File: config.mk
export PLATFORM = sky130hd
export DESIGN_NAME = dead_reckoning_pose_integrator_flat
export DESIGN_NICKNAME = d
export VERILOG_FILES = /design/src/design/drpi_pkg.sv /design/src/design/drpi_in_if.sv /design/src/design/drpi_out_if.sv /design/src/design/drpi_mult.sv /design/src/design/drpi_cordic.sv /design/src/design/dead_reckoning_pose_integrator.sv /design/src/flat_wrapper.sv
export SDC_FILE = /design/constraint.sdc
export NUM_CORES = 2
export LEC_CHECK = 0
export ABC_AREA = 1
export BUFFER_PORTS_ARGS = -buffer_cell sky130_fd_sc_hd__buf_2
export CORE_MARGIN = 2
export CORE_UTILIZATION = 35
export DETAILED_ROUTE_END_ITERATION = 16
export SETUP_SLACK_MARGIN = 0.15
export SLEW_MARGIN = 10
export SYNTH_ARGS = -nofsm -noshare
export SYNTH_HDL_FRONTEND = slang
export SYNTH_SLANG_ARGS = --single-unit
File: constraint.sdc
create_clock -name clk_i -period 9 [get_ports clk_i]
set_input_delay 1.35 -clock clk_i [delete_from_list [all_inputs] [get_ports clk_i]]
set_output_delay 1.35 -clock clk_i [all_outputs]
set_load 0.02 [all_outputs]
File: src/design/drpi_pkg.sv
// ----------------------------------------------------------------------------
// drpi_pkg
// Types, widths, constants and helper functions of the dead-reckoning pose
// integrator.
// ----------------------------------------------------------------------------
package drpi_pkg;

  localparam int SPEED_W = 24;
  localparam int DT_W    = 24;
  localparam int POS_W   = 32;
  localparam int ANG_W   = 32;

  localparam int CORDIC_ITERATIONS = 24;
  localparam int CORDIC_CNT_W      = $clog2(CORDIC_ITERATIONS + 1);
  localparam int CORDIC_W          = 34;
  localparam int ATAN_IDX_W        = 5;

  localparam int MUL_W  = 34;
  localparam int PROD_W = 2 * MUL_W;

  // Distance and turn are the 48-bit speed * time_step products shifted by 16.
  localparam int DIST_LSB = 16;
  localparam int DIST_W   = 32;

  // The turn times 1/(2*pi) in Q32 is rounded and shifted by 24.
  localparam int DTH_LSB = 24;
  localparam logic signed [PROD_W-1:0] DTH_RND = PROD_W'(64'd1 << 23);

  // The distance times sine or cosine is rounded and shifted by 38.
  localparam int DELTA_LSB = 38;
  localparam int DELTA_W   = PROD_W - DELTA_LSB;
  localparam logic signed [PROD_W-1:0] DELTA_RND = PROD_W'(64'd1 << 37);

  localparam logic signed [MUL_W-1:0]    INV_TWO_PI_Q32 = MUL_W'(64'd683565276);
  localparam logic signed [CORDIC_W-1:0] CORDIC_SEED    = CORDIC_W'(64'd652032874);

  localparam int APB_ADDR_W = 4;
  localparam int APB_DATA_W = 32;

  localparam logic [DT_W-1:0] TIME_STEP_RST = DT_W'(167772);

  typedef enum logic [1:0] {
    REG_TIME_STEP     = 2'd0,
    REG_START_X       = 2'd1,
    REG_START_Y       = 2'd2,
    REG_START_HEADING = 2'd3
  } cfg_reg_e;

  localparam logic REQ_STEP    = 1'b0;
  localparam logic REQ_RESTART = 1'b1;

  typedef struct packed {
    logic             start;
    logic [ANG_W-1:0] angle;
  } cordic_req_t;

  typedef struct packed {
    logic                       done;
    logic signed [CORDIC_W-1:0] sin_val;
    logic signed [CORDIC_W-1:0] cos_val;
  } cordic_rsp_t;

  // Arctangent of 2^-k as a binary angle with 2^31 equal to pi.
  function automatic logic signed [CORDIC_W-1:0] atan_lut(input logic [ATAN_IDX_W-1:0] k);
    logic signed [CORDIC_W-1:0] r;
    unique case (k)
      5'd0:  r = CORDIC_W'(64'd536870912);
      5'd1:  r = CORDIC_W'(64'd316933406);
      5'd2:  r = CORDIC_W'(64'd167458907);
      5'd3:  r = CORDIC_W'(64'd85004756);
      5'd4:  r = CORDIC_W'(64'd42667331);
      5'd5:  r = CORDIC_W'(64'd21354465);
      5'd6:  r = CORDIC_W'(64'd10679838);
      5'd7:  r = CORDIC_W'(64'd5340245);
      5'd8:  r = CORDIC_W'(64'd2670163);
      5'd9:  r = CORDIC_W'(64'd1335087);
      5'd10: r = CORDIC_W'(64'd667544);
      5'd11: r = CORDIC_W'(64'd333772);
      5'd12: r = CORDIC_W'(64'd166886);
      5'd13: r = CORDIC_W'(64'd83443);
      5'd14: r = CORDIC_W'(64'd41722);
      5'd15: r = CORDIC_W'(64'd20861);
      5'd16: r = CORDIC_W'(64'd10430);
      5'd17: r = CORDIC_W'(64'd5215);
      5'd18: r = CORDIC_W'(64'd2608);
      5'd19: r = CORDIC_W'(64'd1304);
      5'd20: r = CORDIC_W'(64'd652);
      5'd21: r = CORDIC_W'(64'd326);
      5'd22: r = CORDIC_W'(64'd163);
      5'd23: r = CORDIC_W'(64'd81);
      5'd24: r = CORDIC_W'(64'd41);
      5'd25: r = CORDIC_W'(64'd20);
      5'd26: r = CORDIC_W'(64'd10);
      5'd27: r = CORDIC_W'(64'd5);
      5'd28: r = CORDIC_W'(64'd3);
      5'd29: r = CORDIC_W'(64'd1);
      5'd30: r = CORDIC_W'(64'd1);
      default: r = '0;
    endcase
    return r;
  endfunction

  // Adds a position delta and clamps to the Q16.16 range.
  function automatic logic signed [POS_W-1:0] sat_add(input logic signed [POS_W-1:0]   a,
                                                      input logic signed [DELTA_W-1:0] d);
    logic signed [POS_W:0] s;
    logic signed [POS_W-1:0] r;
    s = (POS_W+1)'(a) + (POS_W+1)'(d);
    if (s[POS_W] != s[POS_W-1]) begin
      r = s[POS_W] ? {1'b1, {(POS_W-1){1'b0}}} : {1'b0, {(POS_W-1){1'b1}}};
    end else begin
      r = s[POS_W-1:0];
    end
    return r;
  endfunction

endpackage

File: src/design/drpi_in_if.sv
// ----------------------------------------------------------------------------
// drpi_in_if
// Request channel of the pose integrator: step or restart requests.
// ----------------------------------------------------------------------------
interface drpi_in_if;
  logic                                valid;
  logic                                ready;
  logic                                req_type;
  logic signed [drpi_pkg::SPEED_W-1:0] forward_speed;
  logic signed [drpi_pkg::SPEED_W-1:0] rotation_speed;

  modport source (
    output valid, req_type, forward_speed, rotation_speed,
    input  ready
  );

  modport sink (
    input  valid, req_type, forward_speed, rotation_speed,
    output ready
  );
endinterface

File: src/design/drpi_out_if.sv
// ----------------------------------------------------------------------------
// drpi_out_if
// Result channel of the pose integrator: the pose after each request.
// ----------------------------------------------------------------------------
interface drpi_out_if;
  logic                              valid;
  logic                              ready;
  logic signed [drpi_pkg::POS_W-1:0] pos_x;
  logic signed [drpi_pkg::POS_W-1:0] pos_y;
  logic signed [drpi_pkg::ANG_W-1:0] heading;

  modport source (
    output valid, pos_x, pos_y, heading,
    input  ready
  );

  modport sink (
    input  valid, pos_x, pos_y, heading,
    output ready
  );
endinterface

File: src/design/drpi_mult.sv
// ----------------------------------------------------------------------------
// drpi_mult
// Shared signed multiplier with a registered product.
// ----------------------------------------------------------------------------
module drpi_mult (
  input  logic                                 clk_i,
  input  logic                                 en_i,
  input  logic signed [drpi_pkg::MUL_W-1:0]    a_i,
  input  logic signed [drpi_pkg::MUL_W-1:0]    b_i,
  output logic signed [drpi_pkg::PROD_W-1:0]   prod_o
);
  import drpi_pkg::*;

  logic signed [PROD_W-1:0] prod_q;

  always_ff @(posedge clk_i) begin
    if (en_i) begin
      prod_q <= PROD_W'(a_i) * PROD_W'(b_i);
    end
  end

  assign prod_o = prod_q;

endmodule

File: src/design/drpi_cordic.sv
// ----------------------------------------------------------------------------
// drpi_cordic
// Iterative rotation-mode CORDIC: one micro-rotation per cycle, giving sine
// and cosine of a binary angle in Q1.30.
// ----------------------------------------------------------------------------
module drpi_cordic (
  input  logic                  clk_i,
  input  logic                  rst_ni,
  input  drpi_pkg::cordic_req_t req_i,
  output drpi_pkg::cordic_rsp_t rsp_o
);
  import drpi_pkg::*;

  logic                       busy_q;
  logic                       done_q;
  logic [CORDIC_CNT_W-1:0]    cnt_q;
  logic signed [CORDIC_W-1:0] x_q, y_q, z_q;
  logic                       flip_q;

  logic                       flip;
  logic [ANG_W-1:0]           folded;
  logic [ATAN_IDX_W-1:0]      k;
  logic signed [CORDIC_W-1:0] xs, ys, atan_k;
  logic                       last;

  // Angles in the second and third quadrant are turned by pi; both results
  // are negated at the end to undo it.
  assign flip   = req_i.angle[ANG_W-1] ^ req_i.angle[ANG_W-2];
  assign folded = req_i.angle ^ {flip, {(ANG_W-1){1'b0}}};

  assign k      = ATAN_IDX_W'(cnt_q);
  assign xs     = x_q >>> k;
  assign ys     = y_q >>> k;
  assign atan_k = atan_lut(k);
  assign last   = (cnt_q == CORDIC_CNT_W'(CORDIC_ITERATIONS - 1));

  always_ff @(posedge clk_i or negedge rst_ni) begin
    if (!rst_ni) begin
      busy_q <= 1'b0;
      done_q <= 1'b0;
      cnt_q  <= '0;
    end else if (req_i.start) begin
      busy_q <= 1'b1;
      done_q <= 1'b0;
      cnt_q  <= '0;
    end else if (busy_q) begin
      cnt_q <= cnt_q + 1'b1;
      if (last) begin
        busy_q <= 1'b0;
        done_q <= 1'b1;
      end
    end
  end

  always_ff @(posedge clk_i) begin
    if (req_i.start) begin
      x_q    <= CORDIC_SEED;
      y_q    <= '0;
      z_q    <= CORDIC_W'($signed(folded));
      flip_q <= flip;
    end else if (busy_q) begin
      if (!z_q[CORDIC_W-1]) begin
        x_q <= x_q - ys;
        y_q <= y_q + xs;
        z_q <= z_q - atan_k;
      end else begin
        x_q <= x_q + ys;
        y_q <= y_q - xs;
        z_q <= z_q + atan_k;
      end
    end
  end

  assign rsp_o.done    = done_q;
  assign rsp_o.sin_val = flip_q ? -y_q : y_q;
  assign rsp_o.cos_val = flip_q ? -x_q : x_q;

endmodule

File: src/design/dead_reckoning_pose_integrator.sv
// ----------------------------------------------------------------------------
// dead_reckoning_pose_integrator
// Unicycle odometry: keeps east, north and heading and advances them by one
// integration step per request, or loads the configured start pose.
// ----------------------------------------------------------------------------
//  channel  | dir | handshake        | contents
//  in_ch    | in  | valid / ready    | req_type, forward_speed, rotation_speed
//  out_ch   | out | valid / ready    | pos_x, pos_y, heading
//  APB      | in  | psel / penable   | time_step, start_x, start_y, start_heading
//
// A step request runs the 24 CORDIC iterations and then the two sine and
// cosine multiplies on the shared multiplier. A restart request loads the
// start pose and goes to the hold state. One request is worked on at a time;
// a new one is taken while the previous result waits in the output register.
// Reset is asynchronous and active low and clears the pose to the origin.
// ----------------------------------------------------------------------------
module dead_reckoning_pose_integrator (
  input  logic                                clk_i,
  input  logic                                rst_ni,
  drpi_in_if.sink                             in_ch,
  drpi_out_if.source                          out_ch,
  input  logic                                psel,
  input  logic                                penable,
  input  logic                                pwrite,
  input  logic [drpi_pkg::APB_ADDR_W-1:0]     paddr,
  input  logic [drpi_pkg::APB_DATA_W-1:0]     pwdata,
  output logic [drpi_pkg::APB_DATA_W-1:0]     prdata,
  output logic                                pready
);
  import drpi_pkg::*;

  typedef enum logic [8:0] {
    ST_IDLE        = 9'b000000001,
    ST_MUL_DIST    = 9'b000000010,
    ST_MUL_TURN    = 9'b000000100,
    ST_MUL_DTH     = 9'b000001000,
    ST_WAIT_CORDIC = 9'b000010000,
    ST_MUL_DX      = 9'b000100000,
    ST_MUL_DY      = 9'b001000000,
    ST_FINISH      = 9'b010000000,
    ST_HOLD        = 9'b100000000
  } state_e;

  state_e state_q, state_d;

  // Configuration registers.
  logic [DT_W-1:0]         time_step_q;
  logic signed [POS_W-1:0] start_x_q, start_y_q;
  logic [ANG_W-1:0]        start_hdg_q;

  // Pose.
  logic signed [POS_W-1:0] east_q, north_q;
  logic [ANG_W-1:0]        hdg_q;

  // Working registers.
  logic signed [SPEED_W-1:0] v_q, w_q;
  logic signed [DIST_W-1:0]  dist_q;
  logic [ANG_W-1:0]          dth_q;

  // Output register.
  logic                    out_vld_q;
  logic signed [POS_W-1:0] out_x_q, out_y_q;
  logic [ANG_W-1:0]        out_hdg_q;

  logic in_acc, out_free, cfg_wr;

  logic                     mul_en;
  logic signed [MUL_W-1:0]  mul_a, mul_b;
  logic signed [PROD_W-1:0] prod;
  logic signed [PROD_W-1:0] dth_sum, delta_sum;
  logic signed [DELTA_W-1:0] delta;

  cordic_req_t creq;
  cordic_rsp_t crsp;

  assign in_acc   = in_ch.valid & in_ch.ready;
  assign out_free = ~out_vld_q | out_ch.ready;
  assign in_ch.ready = (state_q == ST_IDLE);

  // ---------------------------------------------------------------- APB port
  assign pready = 1'b1;
  assign cfg_wr = psel & penable & pwrite;

  always_ff @(posedge clk_i or negedge rst_ni) begin
    if (!rst_ni) begin
      time_step_q <= TIME_STEP_RST;
      start_x_q   <= '0;
      start_y_q   <= '0;
      start_hdg_q <= '0;
    end else if (cfg_wr) begin
      unique case (cfg_reg_e'(paddr[APB_ADDR_W-1:2]))
        REG_TIME_STEP:     time_step_q <= pwdata[DT_W-1:0];
        REG_START_X:       start_x_q   <= $signed(pwdata);
        REG_START_Y:       start_y_q   <= $signed(pwdata);
        REG_START_HEADING: start_hdg_q <= pwdata;
        default: ;
      endcase
    end
  end

  always_comb begin
    unique case (cfg_reg_e'(paddr[APB_ADDR_W-1:2]))
      REG_TIME_STEP:     prdata = APB_DATA_W'(time_step_q);
      REG_START_X:       prdata = start_x_q;
      REG_START_Y:       prdata = start_y_q;
      REG_START_HEADING: prdata = start_hdg_q;
      default:           prdata = '0;
    endcase
  end

  // ----------------------------------------------------------- shared units
  assign creq.start = in_acc & (in_ch.req_type == REQ_STEP);
  assign creq.angle = hdg_q;

  drpi_cordic u_cordic (
    .clk_i  (clk_i),
    .rst_ni (rst_ni),
    .req_i  (creq),
    .rsp_o  (crsp)
  );

  always_comb begin
    mul_en = 1'b1;
    mul_a  = '0;
    mul_b  = '0;
    unique case (state_q)
      ST_MUL_DIST: begin
        mul_a = MUL_W'(v_q);
        mul_b = $signed({{(MUL_W-DT_W){1'b0}}, time_step_q});
      end
      ST_MUL_TURN: begin
        mul_a = MUL_W'(w_q);
        mul_b = $signed({{(MUL_W-DT_W){1'b0}}, time_step_q});
      end
      ST_MUL_DTH: begin
        // The product register holds rotation_speed * time_step here.
        mul_a = MUL_W'($signed(prod[DIST_LSB+DIST_W-1:DIST_LSB]));
        mul_b = INV_TWO_PI_Q32;
      end
      ST_MUL_DX: begin
        mul_a = MUL_W'(dist_q);
        mul_b = crsp.sin_val;
      end
      ST_MUL_DY: begin
        mul_a = MUL_W'(dist_q);
        mul_b = crsp.cos_val;
      end
      default: mul_en = 1'b0;
    endcase
  end

  drpi_mult u_mult (
    .clk_i  (clk_i),
    .en_i   (mul_en),
    .a_i    (mul_a),
    .b_i    (mul_b),
    .prod_o (prod)
  );

  assign dth_sum   = prod + DTH_RND;
  assign delta_sum = prod + DELTA_RND;
  assign delta     = delta_sum[PROD_W-1:DELTA_LSB];

  // -------------------------------------------------------------- sequencer
  always_comb begin
    state_d = state_q;
    unique case (state_q)
      ST_IDLE: begin
        if (in_acc) begin
          state_d = (in_ch.req_type == REQ_RESTART) ? ST_HOLD : ST_MUL_DIST;
        end
      end
      ST_MUL_DIST:    state_d = ST_MUL_TURN;
      ST_MUL_TURN:    state_d = ST_MUL_DTH;
      ST_MUL_DTH:     state_d = ST_WAIT_CORDIC;
      ST_WAIT_CORDIC: if (crsp.done) state_d = ST_MUL_DX;
      ST_MUL_DX:      state_d = ST_MUL_DY;
      ST_MUL_DY:      state_d = ST_FINISH;
      ST_FINISH:      state_d = ST_HOLD;
      ST_HOLD:        if (out_free) state_d = ST_IDLE;
      default:        state_d = ST_IDLE;
    endcase
  end

  always_ff @(posedge clk_i or negedge rst_ni) begin
    if (!rst_ni) begin
      state_q   <= ST_IDLE;
      east_q    <= '0;
      north_q   <= '0;
      hdg_q     <= '0;
      out_vld_q <= 1'b0;
    end else begin
      state_q <= state_d;
      if (in_acc && in_ch.req_type == REQ_RESTART) begin
        east_q  <= start_x_q;
        north_q <= start_y_q;
        hdg_q   <= start_hdg_q;
      end
      if (state_q == ST_MUL_DY) begin
        east_q <= sat_add(east_q, delta);
      end
      if (state_q == ST_FINISH) begin
        north_q <= sat_add(north_q, delta);
        hdg_q   <= hdg_q + dth_q;
      end
      if (state_q == ST_HOLD && out_free) begin
        out_vld_q <= 1'b1;
      end else if (out_ch.ready) begin
        out_vld_q <= 1'b0;
      end
    end
  end

  always_ff @(posedge clk_i) begin
    if (in_acc) begin
      v_q <= in_ch.forward_speed;
      w_q <= in_ch.rotation_speed;
    end
    if (state_q == ST_MUL_TURN) begin
      dist_q <= prod[DIST_LSB+DIST_W-1:DIST_LSB];
    end
    // The product stays put while the CORDIC finishes, so repeated loads agree.
    if (state_q == ST_WAIT_CORDIC) begin
      dth_q <= dth_sum[DTH_LSB+ANG_W-1:DTH_LSB];
    end
    if (state_q == ST_HOLD && out_free) begin
      out_x_q   <= east_q;
      out_y_q   <= north_q;
      out_hdg_q <= hdg_q;
    end
  end

  assign out_ch.valid   = out_vld_q;
  assign out_ch.pos_x   = out_x_q;
  assign out_ch.pos_y   = out_y_q;
  assign out_ch.heading = $signed(out_hdg_q);

  // ------------------------------------------------------------- assertions
  a_cordic_ready: assert property (@(posedge clk_i) disable iff (!rst_ni)
    state_q == ST_MUL_DX |-> crsp.done)
    else $error("sine and cosine used before the CORDIC finished");

  a_restart_load: assert property (@(posedge clk_i) disable iff (!rst_ni)
    in_acc && in_ch.req_type == REQ_RESTART |=>
      east_q == $past(start_x_q) && north_q == $past(start_y_q) &&
      hdg_q == $past(start_hdg_q))
    else $error("restart did not load the start pose");

  a_heading_update: assert property (@(posedge clk_i) disable iff (!rst_ni)
    state_q == ST_FINISH |=> hdg_q == $past(hdg_q + dth_q))
    else $error("heading not advanced by the turn increment");

  a_result_load: assert property (@(posedge clk_i) disable iff (!rst_ni)
    state_q == ST_HOLD && out_free |=>
      out_vld_q && out_x_q == $past(east_q) && out_hdg_q == $past(hdg_q))
    else $error("result register not loaded from the pose");

endmodule
File: src/flat_wrapper.sv
// flat-port wrapper written by rule: the top's interface ports become plain ports
module dead_reckoning_pose_integrator_flat import drpi_pkg::*;
  (clk_i, rst_ni, psel, penable, pwrite, paddr, pwdata, prdata, pready, in_ch_valid, in_ch_req_type, in_ch_forward_speed, in_ch_rotation_speed, in_ch_ready, out_ch_valid, out_ch_pos_x, out_ch_pos_y, out_ch_heading, out_ch_ready);
  drpi_in_if in_ch_i ();
  drpi_out_if out_ch_i ();
  input  logic clk_i;
  input  logic rst_ni;
  input  logic psel;
  input  logic penable;
  input  logic pwrite;
  input  logic [drpi_pkg::APB_ADDR_W-1:0] paddr;
  input  logic [drpi_pkg::APB_DATA_W-1:0] pwdata;
  output logic [drpi_pkg::APB_DATA_W-1:0] prdata;
  output logic pready;
  input wire logic [$bits(in_ch_i.valid)-1:0] in_ch_valid;
  input wire logic [$bits(in_ch_i.req_type)-1:0] in_ch_req_type;
  input wire logic [$bits(in_ch_i.forward_speed)-1:0] in_ch_forward_speed;
  input wire logic [$bits(in_ch_i.rotation_speed)-1:0] in_ch_rotation_speed;
  output wire logic [$bits(in_ch_i.ready)-1:0] in_ch_ready;
  output wire logic [$bits(out_ch_i.valid)-1:0] out_ch_valid;
  output wire logic [$bits(out_ch_i.pos_x)-1:0] out_ch_pos_x;
  output wire logic [$bits(out_ch_i.pos_y)-1:0] out_ch_pos_y;
  output wire logic [$bits(out_ch_i.heading)-1:0] out_ch_heading;
  input wire logic [$bits(out_ch_i.ready)-1:0] out_ch_ready;
  assign in_ch_i.valid = in_ch_valid;
  assign in_ch_i.req_type = in_ch_req_type;
  assign in_ch_i.forward_speed = in_ch_forward_speed;
  assign in_ch_i.rotation_speed = in_ch_rotation_speed;
  assign in_ch_ready = in_ch_i.ready;
  assign out_ch_valid = out_ch_i.valid;
  assign out_ch_pos_x = out_ch_i.pos_x;
  assign out_ch_pos_y = out_ch_i.pos_y;
  assign out_ch_heading = out_ch_i.heading;
  assign out_ch_i.ready = out_ch_ready;
  dead_reckoning_pose_integrator u_core (.clk_i(clk_i), .rst_ni(rst_ni), .in_ch(in_ch_i), .out_ch(out_ch_i), .psel(psel), .penable(penable), .pwrite(pwrite), .paddr(paddr), .pwdata(pwdata), .prdata(prdata), .pready(pready));
endmodule
# Word level (Yosys, flattened, before mapping)
# Memories as Yosys holds them, arrays and structs flattened.
# Cells that the tools add are included.
# op_classes
shift	2
mul	1
n_bitwise	9
reduce_logical	17
addsub	14
mux	36
eq_ne	18
# ops
op	n
32-bit 2-to-1 mux	10
34-bit one-hot mux with 4 select lines	2
34-bit 2-to-1 mux	7
32-bit one-hot mux with 4 select lines	1
34-bit adder	3
34-bit subtractor	3
9-bit one-hot mux with 9 select lines	1
68-bit by 39-bit adder with 68-bit output, second input constant	1
34-bit by 34-bit multiplier with 68-bit output	1
34-bit negation	2
34-bit by 5-bit >>> shifter with 34-bit output	2
32-bit by 30-bit adder with 33-bit output	2
56-bit by 25-bit adder with 56-bit output, second input constant	1
9-bit 2-to-1 mux	4
32-bit adder	1
32-bit bitwise XOR	1
5-bit 2-to-1 mux	2
2-bit AND reduction	5
2-bit nonzero test	5
9-bit by 1-bit equality test with 1-bit output, second input constant	1
9-bit by 2-bit equality test with 1-bit output, second input constant	1
9-bit by 3-bit equality test with 1-bit output, second input constant	1
9-bit by 4-bit equality test with 1-bit output, second input constant	1
9-bit by 5-bit equality test with 1-bit output, second input constant	1
other kinds (21)	38
# totals
mem_bits_ro	960
out_inout_bits	131
register_bits	612
mem_count	1
word_cells	122
input_bits	92
# mem_list
name	depth	word_bits	rd	rd_ports_with_merged_regs	wr	line_no	rtl
(no name shown)	32	30	1	0	0	drpi_pkg.sv:66	unique case (k)

# Longest topological paths before layout
# depth
word_depth	5
mapped_depth	48
ltp_nobuf	48

# Cells and area by module
# Synthesis repeated with hierarchy kept, for this count alone.
# hier_totals
cells_unflattened	12055
area_unflattened_um2	89532.1
# by_module_without_submodules
mod	area_each_um2	cells_per_inst	instances	seq_area_each_um2
drpi_mult	46806.1	5952	1	2042.0
dead_reckoning_pose_integrator	25288.0	3122	1	11915.2
drpi_cordic	17438.0	2981	1	2587.5

# Worst setup path before layout
# Ideal clock, no wire load.
# synth_timing
kind	register to register
start	register u_core.state_q[4]
end	register u_core.u_mult.prod_q[64], in the netlist u_core.u_mult.prod_o[64] (data pin)
n_path_buf	3
stages_incl_launch_ff	35
path_slack_ps	-182
required_ps	8748
synth_period_minus_slack_ps	9182
setup_time_ps	252
arrival_time_ps	8930
path_cell_list	dfrtp_1 > nor2_1 > nand2_1 > nor2_1 > nand2_1 > inv_2 > a22o_1 > clkbuf_1 > a221oi_1 > inv_1 > buf_2 > buf_1 > nand2_1 > fa_1 > fa_1 > inv_1 > fa_1 > inv_1 > fa_1 > inv_1 > fa_1 > fa_1 > fa_1 > inv_1 > fa_1 > inv_1 > ha_1 > a21oi_1 > inv_1 > a31oi_1 > o21ai_0 > a2111oi_0 > nand2_1 > nand2_1 > nand2_1
# synth_between
elab_chain_len	4
word_cells_on_any_way	10
cone_classes	1 x mul; 5 x eq/ne; 2 x mux; 2 x reduce/logical
# synth_rtl
item	line_no	rtl
start, declared	dead_reckoning_pose_integrator.sv:44	state_e state_q, state_d;
start signal, assigned	dead_reckoning_pose_integrator.sv:193	state_q <= state_d;
9-bit by 6-bit equality test with 1-bit output, or another cell as far along	dead_reckoning_pose_integrator.sv:126	unique case (state_q)
2-bit OR reduction (no line)	--	
34-bit one-hot mux with 4 select lines	dead_reckoning_pose_integrator.sv:126	
34-bit by 34-bit multiplier with 68-bit output (*)	drpi_mult.sv:18	prod_q <= PROD_W'(a_i) * PROD_W'(b_i);
end signal, assigned	drpi_mult.sv:18	
end, declared	drpi_mult.sv:14	logic signed [PROD_W-1:0] prod_q;
# Every way passes the cells marked *; elsewhere a longest branch is shown, timed or not.
# A chain may end at the register's enable or synchronous reset.

# Worst setup path in the final report
# layout_timing
start	register u_core.u_cordic.x_q[1]
end	register u_core.u_mult.prod_q[59], in the netlist u_core.u_mult.prod_o[59] (data pin)
# layout_between
elab_chain_len	4
# layout_rtl
item	line_no	rtl
start, declared	drpi_cordic.sv:17	logic signed [CORDIC_W-1:0] x_q, y_q, z_q;
start signal, assigned	drpi_cordic.sv:63	x_q <= x_q - ys;
start signal, assigned	drpi_cordic.sv:67	x_q <= x_q + ys;
34-bit negation	drpi_cordic.sv:76	assign rsp_o.cos_val = flip_q ? -x_q : x_q;
34-bit 2-to-1 mux (*)	drpi_cordic.sv:76	
34-bit one-hot mux with 4 select lines (*)	dead_reckoning_pose_integrator.sv:126	
34-bit by 34-bit multiplier with 68-bit output (*)	drpi_mult.sv:18	
# Marked as above.

==> impl_metrics.tcl <==
set metrics [dict create \
    outcome "finished, violations left" \
    violations "negative setup slack" \
    rsz0062_at_grt "yes" \
    die-width_um 492 \
    nets 13096 \
    synthArstFlopShare 0.391 \
    first_iter_violations 6680 \
    power_density_nw_per_um2 301 \
    cts_tree "done" \
    synth_ff_type "edfxtp_1" \
    ant_nets 0 \
    drt-total-wl_um 308000 \
    syn_inst 10648 \
    cts_hold_buf 0 \
    grt_pass1_wl_um 464000 \
    first_pass_iters 8 \
    synth_top_area_cell "fa_1" \
    grt_usage 0.252 \
    wl_per_cell_um 21.0 \
    drcViolationCount 0 \
    clk_pin_slew_ps 70 \
    avgViaCountPerCell 5.09 \
    period_share 1.01 \
    final_common_cell "nand2_1" \
    fin_crit_ps 9060 \
    cp-end-kind "register" \
    ir_drop_mv 0.274 \
    num_vias 74378 \
    finalSetupViolCount 5 \
    io_pins 223 \
    synth-edff-count 295 \
    io_buffer_count 219 \
    crit_required_ps 9440 \
    worst_slack_ps -57.0 \
    numCtsBuffers 67 \
    grt.overflow.total 0 \
    timing.slew.headroom 0.225 \
    hold_class "register to register" \
    fin_skew_ps 56.6 \
    finalPower_w 0.0298 \
    clockBufferDepth 3 \
    cp-start-kind "register" \
    max_freq_ghz 0.110 \
    post-dp-hpwl_um 254000 \
    cap_violations 0 \
    synth_cell_type_count 78 \
    ys_seq_elements 596 \
    path_common_cell "buf_4" \
    htreeDepth 3 \
    mappedNetlistArea_um2 83500 \
    leakage_nw 49.0 \
    grt_max_degree 105 \
    core_um2 237000 \
    syn_nets 12343 \
    rows 179 \
    clock-sinks 596 \
    worst_pin_slew_ps 1160 \
    grt_pass1_vias 73522 \
    layout_common_cells "nand2_1 (2413), inv_1 (2163), fa_1 (1148)" \
    multi_input_area_um2 59300 \
    seq_area_frac_synth 0.193 \
    clock_latency_ps 700 \
    finalSetupTns_ps -142 \
    yosysWarningCount 0 \
    die_y_um 492 \
    num-fill-cells 24208 \
    critical_path_class "register to register" \
    finalHoldViolCount 0 \
    syn2layout_area_growth_pct 18.4 \
    cp.arrival_ps 9500 \
    slew_viol_final 0 \
    yosys-top-cells-area "fa_1 (29%), nand2_1 (11%), edfxtp_1 (11%), inv_1 (9.9%), dfrtp_1 (6.7%)" \
    avgSynthCellArea_um2 7.84 \
    drive_above_1_share 0.155 \
    path_max_fanout 6 \
    critPathMaxStageDelay_ps 650 \
    yosys.area.top_type_share 0.287 \
    cts.root.buffer_cell "clkbuf_16" \
    start_util 0.352 \
    dieArea_um2 242000 \
    holdWs_ps 453 \
    gp_congestion 0.996 \
    antenna_found_initial 15 \
    ff_latch_area_um2 16100 \
    crit_slowest_cell "fa_2" \
    final_util 0.416 \
]
## timing repair
| item | 4_1_cts | 5_1_grt |
|---|---|---|
| pin swaps | 109 | 48 |
| setup buffers | 55 | 15 |
| resized for setup | 322 | 214 |
| cloned | 6 | 1 |
| setup endpoints to repair | 40 | 48 |
## path summary, 6_finish.rpt
path / slack [ps] / cells after the start / from / to
setup / recovery: -60 / 42 / u_core.u_cordic.x_q[1] / u_core.u_mult.prod_o[59]
hold / removal: 450 / 0 / u_core.u_mult.prod_o[20] / u_core.dist_q[4]
setup reg to reg: -60 / 42 / u_core.u_cordic.x_q[1] / u_core.u_mult.prod_o[59]
hold reg to reg: 450 / 0 / u_core.u_mult.prod_o[20] / u_core.dist_q[4]
max in group asynchronous: 6720 / 2 / rst_ni / u_core.east_q[17]
min in group asynchronous: 630 / 1 / rst_ni / u_core.u_cordic.cnt_q[3]
## critical path: cells and delay by family, from the launching register on
family | cells | cell delay (ps)
adders and majority gates | 9 | 4560
buffers and inverters | 19 | 2380
and+or+nand+nor | 10 | 830
AOI/OAI and AO/OA | 3 | 500
DFF | 1 | 330
xor gates and xnor gates | 1 | 190
## flip-flops by register name, summed over array words and instances, names as in the netlist, 5 cells and up
register               cells
u_core.u_cordic.z_q       34
u_core.start_x_q          32
u_core.start_hdg_q        32
u_core.dth_q              32
u_core.u_cordic.x_q       34
u_core.out_ch.pos_y       32
u_core.u_cordic.cnt_q      5
u_core.v_q                24
u_core.w_q                24
u_core.out_ch.pos_x       32
u_core.out_ch.heading     32
u_core.east_q             32
u_core.dist_q             32
u_core.time_step_q        24
u_core.u_mult.prod_o      52
u_core.state_q             9
u_core.start_y_q          32
u_core.hdg_q              32
u_core.u_cordic.y_q       34
u_core.north_q            32
## per-layer routing
metal  wire (um)  track usage  up-vias
li1            -            -    34467
met1      132000        0.348    36507
met2      141000        0.407     2939
met3       23300       0.0337      457
met4       11700       0.0851        8
met5          46            0        -
## power by group
part           total [W]  switching, W  internal [W]
Combinational     0.0218        0.0142       0.00760
Sequential       0.00512      0.000988       0.00414
Clock            0.00284       0.00126       0.00158
Total             0.0298        0.0165        0.0133
## cells by family after synthesis
group	Yosys count	share of synthesized area
compound gates	1399	0.0994
flops	596	0.193
fa+ha+maj	1603	0.348
buf+inv	2638	0.122
mux	23	0.00310
simple gates	4067	0.201
other cells	1	0.0000449
xor+xnor	321	0.0337
## per-stage QoR
step           area (um2)  std cells  setup WS [ps]
3_5_place_dp        93800      14422           -340
3_3_place_gp        93800      14422           -361
6_report            98800      14626          -57.0
5_1_grt             98800      14622           -407
4_1_cts             97900      14605           -117
2_1_floorplan       83500      10648            157
## cell type report
cell class / instances / share of cell area
Clock inverter: 32 / 0.00346
Tap cell: 3167 / 0.0401
Multi-Input combinational cell: 7415 / 0.600
Timing Repair Buffer: 1063 / 0.0885
Antenna cell: 5 / 0.000127
Clock buffer: 90 / 0.0190
Sequential cell: 596 / 0.163
Inverter: 2258 / 0.0862
## cell usage after synthesis, drive strengths merged (4+ instances only)
| cell type | instances |
|---|---|
| buf | 136 |
| clkinv | 31 |
| o2111ai | 31 |
| o221ai | 18 |
| o31ai | 5 |
| nand3b | 13 |
| dfrtp | 222 |
| o21a | 33 |
| inv | 2227 |
| a221oi | 38 |
| clkbuf | 244 |
| a21o | 24 |
| o21bai | 20 |
| o41ai | 4 |
| a31oi | 45 |
| a2111oi | 4 |
| fa | 1198 |
| nand2 | 2499 |
| a22o | 13 |
| a211oi | 7 |
| ha | 405 |
| o22ai | 24 |
| or2 | 22 |
| nand4 | 57 |
| mux2 | 23 |
| nand3 | 539 |
| a21boi | 10 |
| edfxtp | 295 |
| a21oi | 501 |
| a22oi | 12 |
| nor2 | 806 |
| dfxtp | 68 |
| and2 | 4 |
| dfstp | 11 |
| o311ai | 9 |
| nor3b | 4 |
| nor3 | 97 |
| o21ai | 531 |
| xnor2 | 125 |
| nor4 | 23 |
| o221a | 4 |
| o211ai | 54 |
| xor2 | 196 |
Note: power is estimated with default switching activity, not from simulation.
